<file path="src/rtl/core/tgard_pkg.sv">
`default_nettype none

package tgard_pkg;

  // Header layout
  localparam int unsigned HDR_LEN = 18;
  localparam logic [4:0] HPOS_TYPE  = 5'd2;
  localparam logic [4:0] HPOS_W_LO  = 5'd12;
  localparam logic [4:0] HPOS_W_HI  = 5'd13;
  localparam logic [4:0] HPOS_H_LO  = 5'd14;
  localparam logic [4:0] HPOS_H_HI  = 5'd15;
  localparam logic [4:0] HPOS_DEPTH = 5'd16;
  localparam logic [4:0] HPOS_LAST  = 5'(HDR_LEN - 1);
  localparam logic [4:0] HPOS_DONE  = 5'(HDR_LEN);

  localparam logic [7:0] TYPE_INDEXED = 8'd1;
  localparam logic [7:0] TYPE_RAW     = 8'd2;
  localparam logic [7:0] TYPE_RLE     = 8'd10;
  localparam logic [7:0] DEPTH24      = 8'd24;
  localparam logic [7:0] DEPTH32      = 8'd32;
  localparam logic [7:0] OPAQUE       = 8'hFF;

  localparam int unsigned PKT_FLAG_BIT = 7;

  localparam logic [2:0] BPP_BAD = 3'd0;
  localparam logic [2:0] BPP24   = 3'd3;
  localparam logic [2:0] BPP32   = 3'd4;

  localparam int unsigned EVQ_DEPTH  = 4;
  localparam int unsigned EVQ_AW     = $clog2(EVQ_DEPTH);
  localparam int unsigned RESQ_DEPTH = 2;
  localparam int unsigned RESQ_AW    = $clog2(RESQ_DEPTH);

  // Quotient of one row advance fits in 8 bits (span count is at most 128)
  localparam int unsigned QUO_W  = 8;
  localparam int unsigned STEP_W = $clog2(QUO_W);

  typedef enum logic [1:0] {
    PM_HEADER = 2'd0,
    PM_REPEAT = 2'd1,
    PM_RAW    = 2'd2
  } pkt_mode_e;

  typedef enum logic [1:0] {
    EV_NONE    = 2'd0,
    EV_HDR_OK  = 2'd1,
    EV_HDR_ERR = 2'd2,
    EV_SPAN    = 2'd3
  } ev_kind_e;

  typedef enum logic [1:0] {
    KIND_HEADER = 2'd0,
    KIND_SPAN   = 2'd1,
    KIND_ERROR  = 2'd2
  } res_kind_e;

  typedef enum logic [1:0] {
    ERR_TRUNCATED = 2'd0,
    ERR_INDEXED   = 2'd1,
    ERR_TYPE      = 2'd2,
    ERR_DEPTH     = 2'd3
  } err_e;

  typedef enum logic [2:0] {
    BS_IDLE,
    BS_CLIP,
    BS_DIV,
    BS_LONG,
    BS_EMIT,
    BS_TRUNC
  } back_state_e;

  // Classified word from the front end
  typedef struct packed {
    ev_kind_e    kind;
    err_e        err;
    logic        eof;
    logic        rle_run;
    logic [7:0]  count;
    logic [7:0]  red;
    logic [7:0]  green;
    logic [7:0]  blue;
    logic [7:0]  alpha;
    logic [15:0] width;
    logic [15:0] height;
  } ev_t;

  typedef struct packed {
    res_kind_e   kind;
    err_e        err;
    logic [15:0] width;
    logic [15:0] height;
    logic [15:0] dest_x;
    logic [15:0] dest_row;
    logic [7:0]  count;
    logic [7:0]  red;
    logic [7:0]  green;
    logic [7:0]  blue;
    logic [7:0]  alpha;
    logic        last;
  } res_t;

endpackage

`default_nettype wire

</file>
<file path="src/rtl/core/tgard_front.sv">
`default_nettype none

module tgard_front
  import tgard_pkg::*;
(
  input  wire logic       clk_i,
  input  wire logic       rst_ni,
  input  wire logic       accept_i,
  input  wire logic [7:0] data_i,
  input  wire logic       eof_i,
  output logic            ev_valid_o,
  output ev_t             ev_o
);

  logic [4:0]  hpos_q, hpos_d;
  logic [7:0]  type_q, type_d;
  logic [2:0]  bpp_q, bpp_d;
  logic [15:0] w_q, w_d;
  logic [15:0] h_q, h_d;
  pkt_mode_e   mode_q, mode_d;
  logic [7:0]  remain_q, remain_d;
  logic [7:0]  pix_q [4];
  logic [7:0]  pix_d [4];
  logic [1:0]  bip_q, bip_d;
  logic        dead_q, dead_d;

  logic [1:0]  bip_inc;
  logic        has_ev;
  ev_t         ev;

  always_comb begin
    hpos_d   = hpos_q;
    type_d   = type_q;
    bpp_d    = bpp_q;
    w_d      = w_q;
    h_d      = h_q;
    mode_d   = mode_q;
    remain_d = remain_q;
    pix_d    = pix_q;
    bip_d    = bip_q;
    dead_d   = dead_q;
    bip_inc  = bip_q + 2'd1;
    has_ev   = 1'b0;
    ev       = '0;
    ev.kind  = EV_NONE;
    ev.eof   = eof_i;

    if (accept_i && !dead_q) begin
      if (hpos_q != HPOS_DONE) begin
        case (hpos_q)
          HPOS_TYPE:  type_d = data_i;
          HPOS_W_LO:  w_d = {w_q[15:8], data_i};
          HPOS_W_HI:  w_d = {data_i, w_q[7:0]};
          HPOS_H_LO:  h_d = {h_q[15:8], data_i};
          HPOS_H_HI:  h_d = {data_i, h_q[7:0]};
          HPOS_DEPTH: bpp_d = (data_i == DEPTH24) ? BPP24 :
                              (data_i == DEPTH32) ? BPP32 : BPP_BAD;
          default: ;
        endcase
        hpos_d = hpos_q + 5'd1;
        if (hpos_q == HPOS_LAST) begin
          has_ev = 1'b1;
          if (type_q == TYPE_INDEXED) begin
            ev.kind = EV_HDR_ERR;
            ev.err  = ERR_INDEXED;
            dead_d  = 1'b1;
          end else if (type_q != TYPE_RAW && type_q != TYPE_RLE) begin
            ev.kind = EV_HDR_ERR;
            ev.err  = ERR_TYPE;
            dead_d  = 1'b1;
          end else if (bpp_q == BPP_BAD) begin
            ev.kind = EV_HDR_ERR;
            ev.err  = ERR_DEPTH;
            dead_d  = 1'b1;
          end else begin
            ev.kind   = EV_HDR_OK;
            ev.width  = w_q;
            ev.height = h_q;
            mode_d    = (type_q == TYPE_RAW) ? PM_RAW : PM_HEADER;
          end
        end
      end else if (type_q == TYPE_RLE && mode_q == PM_HEADER) begin
        // packet header: run length and repeat flag
        remain_d = {1'b0, data_i[PKT_FLAG_BIT-1:0]} + 8'd1;
        mode_d   = data_i[PKT_FLAG_BIT] ? PM_REPEAT : PM_RAW;
        bip_d    = 2'd0;
      end else begin
        pix_d[bip_q] = data_i;
        if (({1'b0, bip_inc} >= bpp_q) || (bip_inc == 2'd0)) begin
          bip_d    = 2'd0;
          has_ev   = 1'b1;
          ev.kind  = EV_SPAN;
          ev.red   = pix_d[2];
          ev.green = pix_d[1];
          ev.blue  = pix_d[0];
          ev.alpha = (bpp_q == BPP32) ? pix_d[3] : OPAQUE;
          if (mode_q == PM_REPEAT) begin
            ev.count   = remain_q;
            ev.rle_run = 1'b1;
            mode_d     = PM_HEADER;
          end else begin
            ev.count = 8'd1;
            if (type_q == TYPE_RLE) begin
              remain_d = remain_q - 8'd1;
              if (remain_q == 8'd1) begin
                mode_d = PM_HEADER;
              end
            end
          end
        end else begin
          bip_d = bip_inc;
        end
      end
    end

    // end of file: back to reset for the next file
    if (accept_i && eof_i) begin
      hpos_d   = '0;
      type_d   = '0;
      bpp_d    = BPP_BAD;
      w_d      = '0;
      h_d      = '0;
      mode_d   = PM_HEADER;
      remain_d = '0;
      bip_d    = '0;
      dead_d   = 1'b0;
      for (int i = 0; i < 4; i++) begin
        pix_d[i] = '0;
      end
    end
  end

  assign ev_valid_o = accept_i && (has_ev || eof_i);
  assign ev_o       = ev;

  always_ff @(posedge clk_i or negedge rst_ni) begin
    if (!rst_ni) begin
      hpos_q   <= '0;
      type_q   <= '0;
      bpp_q    <= BPP_BAD;
      w_q      <= '0;
      h_q      <= '0;
      mode_q   <= PM_HEADER;
      remain_q <= '0;
      bip_q    <= '0;
      dead_q   <= 1'b0;
      for (int i = 0; i < 4; i++) begin
        pix_q[i] <= '0;
      end
    end else begin
      hpos_q   <= hpos_d;
      type_q   <= type_d;
      bpp_q    <= bpp_d;
      w_q      <= w_d;
      h_q      <= h_d;
      mode_q   <= mode_d;
      remain_q <= remain_d;
      bip_q    <= bip_d;
      dead_q   <= dead_d;
      pix_q    <= pix_d;
    end
  end

endmodule

`default_nettype wire

</file>
<file path="src/rtl/core/tgard_evq.sv">
`default_nettype none

module tgard_evq
  import tgard_pkg::*;
(
  input  wire logic clk_i,
  input  wire logic rst_ni,
  input  wire logic push_i,
  input  ev_t       data_i,
  input  wire logic pop_i,
  output logic      full_o,
  output logic      empty_o,
  output ev_t       data_o
);

  ev_t               mem_q [EVQ_DEPTH];
  logic [EVQ_AW-1:0] wr_ptr_q, rd_ptr_q;
  logic [EVQ_AW:0]   cnt_q, cnt_d;
  logic              do_push, do_pop;

  assign full_o  = (cnt_q == (EVQ_AW+1)'(EVQ_DEPTH));
  assign empty_o = (cnt_q == '0);
  assign do_push = push_i && !full_o;
  assign do_pop  = pop_i && !empty_o;
  assign data_o  = mem_q[rd_ptr_q];

  always_comb begin
    cnt_d = cnt_q;
    if (do_push && !do_pop) begin
      cnt_d = cnt_q + 1'b1;
    end else if (do_pop && !do_push) begin
      cnt_d = cnt_q - 1'b1;
    end
  end

  always_ff @(posedge clk_i or negedge rst_ni) begin
    if (!rst_ni) begin
      wr_ptr_q <= '0;
      rd_ptr_q <= '0;
      cnt_q    <= '0;
    end else begin
      cnt_q <= cnt_d;
      if (do_push) begin
        wr_ptr_q <= wr_ptr_q + 1'b1;
      end
      if (do_pop) begin
        rd_ptr_q <= rd_ptr_q + 1'b1;
      end
    end
  end

  always_ff @(posedge clk_i) begin
    if (do_push) begin
      mem_q[wr_ptr_q] <= data_i;
    end
  end

endmodule

`default_nettype wire

</file>
<file path="src/rtl/core/tgard_back.sv">
`default_nettype none

module tgard_back
  import tgard_pkg::*;
(
  input  wire logic clk_i,
  input  wire logic rst_ni,
  input  wire logic ev_empty_i,
  input  ev_t       ev_i,
  output logic      ev_pop_o,
  input  wire logic res_pop_i,
  output logic      res_empty_o,
  output res_t      res_o
);

  back_state_e       state_q, state_d;
  logic [15:0]       w_q, w_d;
  logic [15:0]       h_q, h_d;
  logic [15:0]       col_q, col_d;
  logic [15:0]       row_q, row_d;
  logic              fin_q, fin_d;
  ev_t               evl_q, evl_d;
  logic [31:0]       prod_q, prod_d;
  logic [7:0]        cnt_q, cnt_d;
  logic [16:0]       rem_q, rem_d;
  logic [QUO_W-1:0]  quo_q, quo_d;
  logic [STEP_W-1:0] step_q, step_d;

  // result queue
  res_t               rq_mem_q [RESQ_DEPTH];
  logic [RESQ_AW-1:0] rq_wr_q, rq_rd_q;
  logic [RESQ_AW:0]   rq_cnt_q;
  logic               rq_room, rq_push, rq_pop;
  res_t               rq_in;

  // decode shared by next-state and datapath
  logic        take;
  logic        hdr_empty;
  logic        raw_wrap;
  logic [15:0] raw_row;
  logic        raw_fin;
  logic [31:0] left;
  logic [7:0]  clip_cnt;
  logic [22:0] div_shifted;
  logic        div_ge;
  logic [15:0] emit_row;
  logic        emit_fin;

  function automatic res_t mk_err(err_e code);
    res_t r;
    r      = '0;
    r.kind = KIND_ERROR;
    r.err  = code;
    r.last = 1'b1;
    return r;
  endfunction

  assign rq_room   = (rq_cnt_q != (RESQ_AW+1)'(RESQ_DEPTH));
  assign take      = (state_q == BS_IDLE) && !ev_empty_i && rq_room;
  assign hdr_empty = (ev_i.width == 16'd0) || (ev_i.height == 16'd0);
  assign raw_wrap  = ((col_q + 16'd1) == w_q);
  assign raw_row   = row_q + {15'd0, raw_wrap};
  assign raw_fin   = (raw_row >= h_q);
  assign left      = prod_q - {16'd0, col_q};
  assign clip_cnt  = (left < {24'd0, evl_q.count}) ? left[7:0] : evl_q.count;
  assign div_shifted = {7'd0, w_q} << step_q;
  assign div_ge    = ({6'd0, rem_q} >= div_shifted);
  assign emit_row  = row_q + {8'd0, quo_q};
  assign emit_fin  = (emit_row >= h_q);

  // next state
  always_comb begin
    state_d = state_q;
    unique case (state_q)
      BS_IDLE: begin
        if (take) begin
          unique case (ev_i.kind)
            EV_HDR_OK: begin
              if (ev_i.eof && !hdr_empty) begin
                state_d = BS_TRUNC;
              end
            end
            EV_SPAN: begin
              if (!fin_q) begin
                if (ev_i.rle_run) begin
                  state_d = BS_CLIP;
                end else if (ev_i.eof && !raw_fin) begin
                  state_d = BS_TRUNC;
                end
              end
            end
            default: ;
          endcase
        end
      end
      BS_CLIP: state_d = BS_DIV;
      BS_DIV: begin
        if (rem_q < {w_q, 1'b0}) begin
          state_d = BS_EMIT;
        end else begin
          state_d = BS_LONG;
        end
      end
      BS_LONG: begin
        if (step_q == '0) begin
          state_d = BS_EMIT;
        end
      end
      BS_EMIT: state_d = (evl_q.eof && !emit_fin) ? BS_TRUNC : BS_IDLE;
      BS_TRUNC: begin
        if (rq_room) begin
          state_d = BS_IDLE;
        end
      end
      default: state_d = BS_IDLE;
    endcase
  end

  // datapath and result words
  always_comb begin
    w_d      = w_q;
    h_d      = h_q;
    col_d    = col_q;
    row_d    = row_q;
    fin_d    = fin_q;
    evl_d    = evl_q;
    prod_d   = prod_q;
    cnt_d    = cnt_q;
    rem_d    = rem_q;
    quo_d    = quo_q;
    step_d   = step_q;
    ev_pop_o = 1'b0;
    rq_push  = 1'b0;
    rq_in    = '0;

    unique case (state_q)
      BS_IDLE: begin
        if (take) begin
          ev_pop_o = 1'b1;
          unique case (ev_i.kind)
            EV_NONE: begin
              if (ev_i.eof) begin
                if (!fin_q) begin
                  rq_push = 1'b1;
                  rq_in   = mk_err(ERR_TRUNCATED);
                end
                fin_d = 1'b0;
              end
            end
            EV_HDR_ERR: begin
              rq_push = 1'b1;
              rq_in   = mk_err(ev_i.err);
              fin_d   = !ev_i.eof;
            end
            EV_HDR_OK: begin
              w_d          = ev_i.width;
              h_d          = ev_i.height;
              col_d        = '0;
              row_d        = '0;
              rq_push      = 1'b1;
              rq_in.kind   = KIND_HEADER;
              rq_in.width  = ev_i.width;
              rq_in.height = ev_i.height;
              rq_in.last   = hdr_empty;
              fin_d        = hdr_empty && !ev_i.eof;
            end
            EV_SPAN: begin
              if (fin_q) begin
                // image complete: drop until end of file
                if (ev_i.eof) begin
                  fin_d = 1'b0;
                end
              end else if (ev_i.rle_run) begin
                evl_d  = ev_i;
                prod_d = {16'd0, h_q - row_q} * {16'd0, w_q};
              end else begin
                rq_push        = 1'b1;
                rq_in.kind     = KIND_SPAN;
                rq_in.width    = w_q;
                rq_in.height   = h_q;
                rq_in.dest_x   = col_q;
                rq_in.dest_row = h_q - 16'd1 - row_q;
                rq_in.count    = ev_i.count;
                rq_in.red      = ev_i.red;
                rq_in.green    = ev_i.green;
                rq_in.blue     = ev_i.blue;
                rq_in.alpha    = ev_i.alpha;
                rq_in.last     = raw_fin;
                col_d          = raw_wrap ? 16'd0 : col_q + 16'd1;
                row_d          = raw_row;
                fin_d          = raw_fin && !ev_i.eof;
              end
            end
            default: ;
          endcase
        end
      end
      BS_CLIP: begin
        // clip the run to the pixels left in the image
        cnt_d = clip_cnt;
        rem_d = {1'b0, col_q} + {9'd0, clip_cnt};
      end
      BS_DIV: begin
        quo_d  = '0;
        step_d = STEP_W'(QUO_W - 1);
        if (rem_q >= {1'b0, w_q} && rem_q < {w_q, 1'b0}) begin
          quo_d = QUO_W'(1);
          rem_d = rem_q - {1'b0, w_q};
        end
      end
      BS_LONG: begin
        if (div_ge) begin
          rem_d         = rem_q - div_shifted[16:0];
          quo_d[step_q] = 1'b1;
        end
        step_d = step_q - 1'b1;
      end
      BS_EMIT: begin
        rq_push        = 1'b1;
        rq_in.kind     = KIND_SPAN;
        rq_in.width    = w_q;
        rq_in.height   = h_q;
        rq_in.dest_x   = col_q;
        rq_in.dest_row = h_q - 16'd1 - row_q;
        rq_in.count    = cnt_q;
        rq_in.red      = evl_q.red;
        rq_in.green    = evl_q.green;
        rq_in.blue     = evl_q.blue;
        rq_in.alpha    = evl_q.alpha;
        rq_in.last     = emit_fin;
        col_d          = rem_q[15:0];
        row_d          = emit_row;
        fin_d          = emit_fin && !evl_q.eof;
      end
      BS_TRUNC: begin
        if (rq_room) begin
          rq_push = 1'b1;
          rq_in   = mk_err(ERR_TRUNCATED);
          fin_d   = 1'b0;
        end
      end
      default: ;
    endcase
  end

  always_ff @(posedge clk_i or negedge rst_ni) begin
    if (!rst_ni) begin
      state_q <= BS_IDLE;
      fin_q   <= 1'b0;
      w_q     <= '0;
      h_q     <= '0;
      col_q   <= '0;
      row_q   <= '0;
      step_q  <= '0;
    end else begin
      state_q <= state_d;
      fin_q   <= fin_d;
      w_q     <= w_d;
      h_q     <= h_d;
      col_q   <= col_d;
      row_q   <= row_d;
      step_q  <= step_d;
    end
  end

  always_ff @(posedge clk_i) begin
    evl_q  <= evl_d;
    prod_q <= prod_d;
    cnt_q  <= cnt_d;
    rem_q  <= rem_d;
    quo_q  <= quo_d;
  end

  // result queue
  assign res_empty_o = (rq_cnt_q == '0);
  assign rq_pop      = res_pop_i && !res_empty_o;
  assign res_o       = rq_mem_q[rq_rd_q];

  always_ff @(posedge clk_i or negedge rst_ni) begin
    if (!rst_ni) begin
      rq_wr_q  <= '0;
      rq_rd_q  <= '0;
      rq_cnt_q <= '0;
    end else begin
      if (rq_push) begin
        rq_wr_q <= rq_wr_q + 1'b1;
      end
      if (rq_pop) begin
        rq_rd_q <= rq_rd_q + 1'b1;
      end
      if (rq_push && !rq_pop) begin
        rq_cnt_q <= rq_cnt_q + 1'b1;
      end else if (rq_pop && !rq_push) begin
        rq_cnt_q <= rq_cnt_q - 1'b1;
      end
    end
  end

  always_ff @(posedge clk_i) begin
    if (rq_push) begin
      rq_mem_q[rq_wr_q] <= rq_in;
    end
  end

endmodule

`default_nettype wire

</file>
<file path="src/rtl/core/tga_truecolor_rle_decoder_unit.sv">
// Channel   Handshake          Word
// -------   ----------------   -----------------------------------------------
// input     push / full        data_byte_i, end_of_file_i
// result    empty / pop        kind_o, error_code_o, width_o, height_o, dest_x_o,
//                              dest_row_o, span_count_o, red_o .. alpha_o, last_o
//
// The front end takes one byte per cycle while its 4-word event queue has room.
// Header words and raw pixel spans are done in the idle state as they are popped;
// a repeat span goes through multiply, clip, row split and emit, plus a bit-serial
// divide when it wraps past two or more rows, which only happens for widths under 128.
// Results leave through a 2-word queue; a stalled pop holds the back end, then
// the front end once the event queue fills. Reset is immediate: no clearing pass.
`default_nettype none

module tga_truecolor_rle_decoder_unit
  import tgard_pkg::*;
(
  input  wire logic        clk_i,
  input  wire logic        rst_ni,
  input  wire logic        push,
  output logic             full,
  input  wire logic [7:0]  data_byte_i,
  input  wire logic        end_of_file_i,
  output logic             empty,
  input  wire logic        pop,
  output logic [1:0]       kind_o,
  output logic [1:0]       error_code_o,
  output logic [15:0]      width_o,
  output logic [15:0]      height_o,
  output logic [15:0]      dest_x_o,
  output logic [15:0]      dest_row_o,
  output logic [7:0]       span_count_o,
  output logic [7:0]       red_o,
  output logic [7:0]       green_o,
  output logic [7:0]       blue_o,
  output logic [7:0]       alpha_o,
  output logic             last_o
);

  logic accept;
  logic ev_push;
  ev_t  ev_in;
  logic ev_full, ev_empty, ev_pop;
  ev_t  ev_head;
  res_t res;

  assign accept = push && !ev_full;
  assign full   = ev_full;

  tgard_front u_front (
    .clk_i      (clk_i),
    .rst_ni     (rst_ni),
    .accept_i   (accept),
    .data_i     (data_byte_i),
    .eof_i      (end_of_file_i),
    .ev_valid_o (ev_push),
    .ev_o       (ev_in)
  );

  tgard_evq u_evq (
    .clk_i   (clk_i),
    .rst_ni  (rst_ni),
    .push_i  (ev_push),
    .data_i  (ev_in),
    .pop_i   (ev_pop),
    .full_o  (ev_full),
    .empty_o (ev_empty),
    .data_o  (ev_head)
  );

  tgard_back u_back (
    .clk_i       (clk_i),
    .rst_ni      (rst_ni),
    .ev_empty_i  (ev_empty),
    .ev_i        (ev_head),
    .ev_pop_o    (ev_pop),
    .res_pop_i   (pop),
    .res_empty_o (empty),
    .res_o       (res)
  );

  assign kind_o       = res.kind;
  assign error_code_o = res.err;
  assign width_o      = res.width;
  assign height_o     = res.height;
  assign dest_x_o     = res.dest_x;
  assign dest_row_o   = res.dest_row;
  assign span_count_o = res.count;
  assign red_o        = res.red;
  assign green_o      = res.green;
  assign blue_o       = res.blue;
  assign alpha_o      = res.alpha;
  assign last_o       = res.last;

  a_pop_nonempty: assert property (@(posedge clk_i) disable iff (!rst_ni)
    ev_pop |-> !ev_empty)
    else $error("back end popped an empty event queue");

  a_error_last: assert property (@(posedge clk_i) disable iff (!rst_ni)
    (!empty && kind_o == KIND_ERROR) |-> last_o)
    else $error("error word not marked last");

  a_span_count: assert property (@(posedge clk_i) disable iff (!rst_ni)
    (!empty && kind_o == KIND_SPAN) |-> (span_count_o != 8'd0))
    else $error("span word with zero count");

  a_nonspan_zero: assert property (@(posedge clk_i) disable iff (!rst_ni)
    (!empty && kind_o != KIND_SPAN) |-> (span_count_o == 8'd0 && dest_x_o == 16'd0))
    else $error("span fields set on a non-span word");

endmodule

`default_nettype wire
</file>
<file path="config.mk">
export PLATFORM = sky130hd
export DESIGN_NAME = tga_truecolor_rle_decoder_unit
export DESIGN_NICKNAME = d
export VERILOG_FILES = /design/src/rtl/core/tgard_pkg.sv /design/src/rtl/core/tgard_front.sv /design/src/rtl/core/tgard_evq.sv /design/src/rtl/core/tgard_back.sv /design/src/rtl/core/tga_truecolor_rle_decoder_unit.sv
export SDC_FILE = /design/constraint.sdc
export NUM_CORES = 2
export LEC_CHECK = 0
export BUFFER_PORTS_ARGS = -buffer_cell sky130_fd_sc_hd__buf_2
export CAP_MARGIN = 10
export CORE_MARGIN = 5
export CORE_UTILIZATION = 40
export CTS_CLUSTER_DIAMETER = 200
export DETAILED_ROUTE_END_ITERATION = 12
export PLACE_DENSITY = 0.61
export SLEW_MARGIN = 0
export SYNTH_ARGS = -nofsm -noshare
export SYNTH_HDL_FRONTEND = slang
export SYNTH_SLANG_ARGS = --single-unit
</file>
<file path="constraint.sdc">
create_clock -name clk_i -period 12.4 [get_ports clk_i]
set_clock_uncertainty 0.15 [all_clocks]
set_input_delay 1.24 -clock clk_i [delete_from_list [all_inputs] [get_ports clk_i]]
set_output_delay 1.24 -clock clk_i [all_outputs]
set_load 0.01 [all_outputs]
</file>
==> flow_metrics.env <==
export IMPL_worstPathArrival_ns=9.02
export IMPL_slew_violations=0
export IMPL_crit_path_top_delay_cell="fa_1"
export IMPL_drive_gt1_frac=0.131
export IMPL_initial_core_util=0.402
export IMPL_wl_um=127000
export IMPL_firstDrtPassIters=7
export IMPL_grt_pass1_vias=31600
export IMPL_cp_required_ns=12.66
export IMPL_setup_viol=0
export IMPL_crit_path_max_fanout=16
export IMPL_ant_nets=0
export IMPL_grt_ovfl_total=0
export IMPL_path_clk_slew_ns=0.06
export IMPL_synthDistinctLibCells=77
export IMPL_cts_inserted_buffers=87
export IMPL_crit_path_frequent_cell="fa_1"
export IMPL_max_freq_ghz=0.114
export IMPL_status="completed"
export IMPL_core_region_area_um2=120000
export IMPL_clock_sinks=810
export IMPL_place_gp_congestion=0.900
export IMPL_routed_wl_met2_um=57900
export IMPL_avgSynthCellArea_um2=11.9
export IMPL_synth_area_um2=48300
export IMPL_row_count=127
export IMPL_wl_met3_um=7840
export IMPL_highest_layer="met4"
export IMPL_fin_tns_setup_ns=0
export IMPL_drtIter0Drc=2401
export IMPL_ys_ff_latch=810
export IMPL_wl_met1_um=59400
export IMPL_finalInstanceArea_um2=53500
export IMPL_startpoint_type="flop"
export IMPL_wl_per_cell_um=22.0
export IMPL_post_cts_buffers=0
export IMPL_fin_ws_ns=3.64
export IMPL_cts_root_buffer="clkbuf_16"
export IMPL_dp_hpwl_um=92500
export IMPL_cts_buffer_depth=3
export IMPL_gr_usage_all_layers=0.196
export IMPL_yosysSeqAreaShare=0.486
export IMPL_cp_num_buf_inv=5
export IMPL_clk_latency_ns=0.66
export IMPL_final_hold_viol_count=0
export IMPL_place_area_um2=50700
export IMPL_final_nets=4593
export IMPL_syn_nets=4533
export IMPL_maxSlewHeadroom=0.174
export IMPL_vias_per_cell=5.49
export IMPL_tightestPinTransition_ns=1.21
export IMPL_antenna_found_initial=1
export IMPL_die_area_um2=128000
export IMPL_crit_family="adder cells"
export IMPL_synthCells=4048
export IMPL_post_place_ws_ns=3.65
export IMPL_synth_edf_count=636
export IMPL_ys_flop_type="edfxtp_1"
export IMPL_layout_area_overhead_vs_synth_pct=10.8
export IMPL_cpPeakStageDelay_ns=0.53
export IMPL_fp_dieW_um=357
export IMPL_cap_viol_max_count=0
export IMPL_post_route_period_util=0.707
export IMPL_grt_max_degree=120
export IMPL_drc_errors=0
export IMPL_io_pins=124
export IMPL_min_path_type="flop to flop"
export IMPL_postSynth_asyncResetShare=0.215
export IMPL_rsz0062_at_grt="false"
export IMPL_period_minus_slack_ns=8.76
export IMPL_yosys_warnings=0
export IMPL_ctsHoldBuffers=0
export IMPL_cp_end_kind="flop"
export IMPL_grt_pass1_wl_um=194000
export IMPL_path_class="flop to flop"
export IMPL_vias=31800
export IMPL_cts_resized=0
export IMPL_cts_tree="built"
export IMPL_fp_dieH_um=357
export IMPL_io_buffers=123
export IMPL_cts_htree_levels=3
## kinds of logic after synthesis
| kind of cell | after synthesis | synth area share |
|---|---|---|
| buffers and inverters | 557 | 0.0434 |
| DFF | 810 | 0.486 |
| and+or+nand+nor | 1004 | 0.101 |
| AOI/OAI and AO/OA | 745 | 0.0997 |
| muxes | 290 | 0.0844 |
| xor gates and xnor gates | 170 | 0.0323 |
| adders and majority gates | 472 | 0.154 |
## flip-flops by register name, summed over array words and instances, names as in the netlist, 5 cells and up
signal,flops
u_back.col_q,16
u_back.rem_q,17
u_front.pix_q,32
u_back.prod_q,32
u_front.hpos_q,5
u_back.h_q,16
u_back.cnt_q,8
u_back.quo_q,8
u_front.type_q,8
u_back.w_q,16
u_evq.mem_q,312
u_back.evl_q,41
u_front.h_q,16
u_back.rq_mem_q,218
u_front.remain_q,8
u_back.row_q,16
u_front.w_q,16
## layer usage
metal  track usage  vias up
met5             0        -
met4        0.0393        0
met3        0.0326      150
met2         0.307      997
met1         0.291    16100
li1              -    14600
## synth_stat cells, drive strengths merged, types with 6 or more instances
cell type / count / area (µm²)
a21o: 64 / 480
a22oi: 11 / 82.6
dfrtp: 174 / 4350
edfxtp: 636 / 19100
o221ai: 8 / 70.1
buf: 21 / 82.6
nand2b: 33 / 206
and2: 165 / 1030
nand4: 31 / 194
nor4: 29 / 181
a21oi: 184 / 921
o22ai: 8 / 50.1
and3: 26 / 163
o31ai: 12 / 90.1
mux2i: 83 / 831
xor2: 50 / 438
or3: 18 / 118
inv: 351 / 1320
fa: 202 / 4040
o211ai: 19 / 143
nor2: 251 / 942
o21ai: 212 / 1060
or4: 6 / 48.8
nand2: 300 / 1130
a41oi: 6 / 52.6
clkbuf: 184 / 691
o21a: 18 / 135
o21bai: 19 / 143
nand3: 46 / 230
nor2b: 21 / 131
a22o: 76 / 666
ha: 270 / 3380
a31oi: 17 / 106
a211oi: 20 / 150
mux2: 126 / 1420
a221oi: 9 / 78.8
a32oi: 11 / 96.3
xnor2: 115 / 1010
mux4: 81 / 1820
nor3: 48 / 240
## area by class of cell
type | instances | area, µm²
fill | 11000 | 66500
sequential | 810 | 23500
multi-input combinational | 2681 | 22800
clock buffer | 124 | 2400
tap | 1612 | 2020
inverter | 352 | 1320
timing repair buffer | 176 | 1020
clock inverter | 40 | 427
antenna | 1 | 2.50
## placed cells by master, fill, tap and decap left out, types with 64 or more instances in the layout
master     count
a21oi_1      184
o21ai_0      211
nand2_1      300
mux4_2        81
clkbuf_16     88
fa_1         202
edfxtp_1     636
a21o_1        64
nor2_1       248
dfrtp_1      171
mux2i_1       83
mux2_2       126
xnor2_1      110
ha_1         270
a22o_1        76
buf_2        122
and2_1       159
inv_1        351
## per-stage QoR
stage          utilization  std cells  hold WS, ns
6_report             0.446       5796        0.332
5_1_grt              0.446       5795        0.363
4_1_cts              0.446       5794        0.329
3_5_place_dp         0.422       5630        0.317
3_3_place_gp         0.422       5630        0.310
2_1_floorplan            -       4048        0.291
## final timing paths
path | to | start | depth (start not counted) | slack (ns)
worst max-delay path | u_back.prod_q[31]$_DFFE_PP_ | u_back.row_q[8]$_DFFE_PN0P_ | 29 | 3.64
worst min-delay path | u_front.type_q[7]$_DFFE_PN0P_ | u_front.type_q[7]$_DFFE_PN0P_ | 2 | 0.33
worst max register to register | u_back.prod_q[31]$_DFFE_PP_ | u_back.row_q[8]$_DFFE_PN0P_ | 29 | 3.64
worst min register to register | u_front.type_q[7]$_DFFE_PN0P_ | u_front.type_q[7]$_DFFE_PN0P_ | 2 | 0.33
max in group asynchronous | u_back.h_q[0]$_DFFE_PN0P_ | rst_ni | 2 | 10.03
min in group asynchronous | u_front.pix_q[26]$_DFFE_PN0P_ | rst_ni | 1 | 0.57
## worst min-delay path: cells and delay by family (launching register included)
kind,cells,cell delay (ns)
AOI/OAI and AO/OA,1,0.06
DFF,1,0.33
and+or+nand+nor,1,0.04
Power is left out: the tool's default activity adds up to more than one toggle a clock period on the data nets, which glitch-free logic cannot reach.
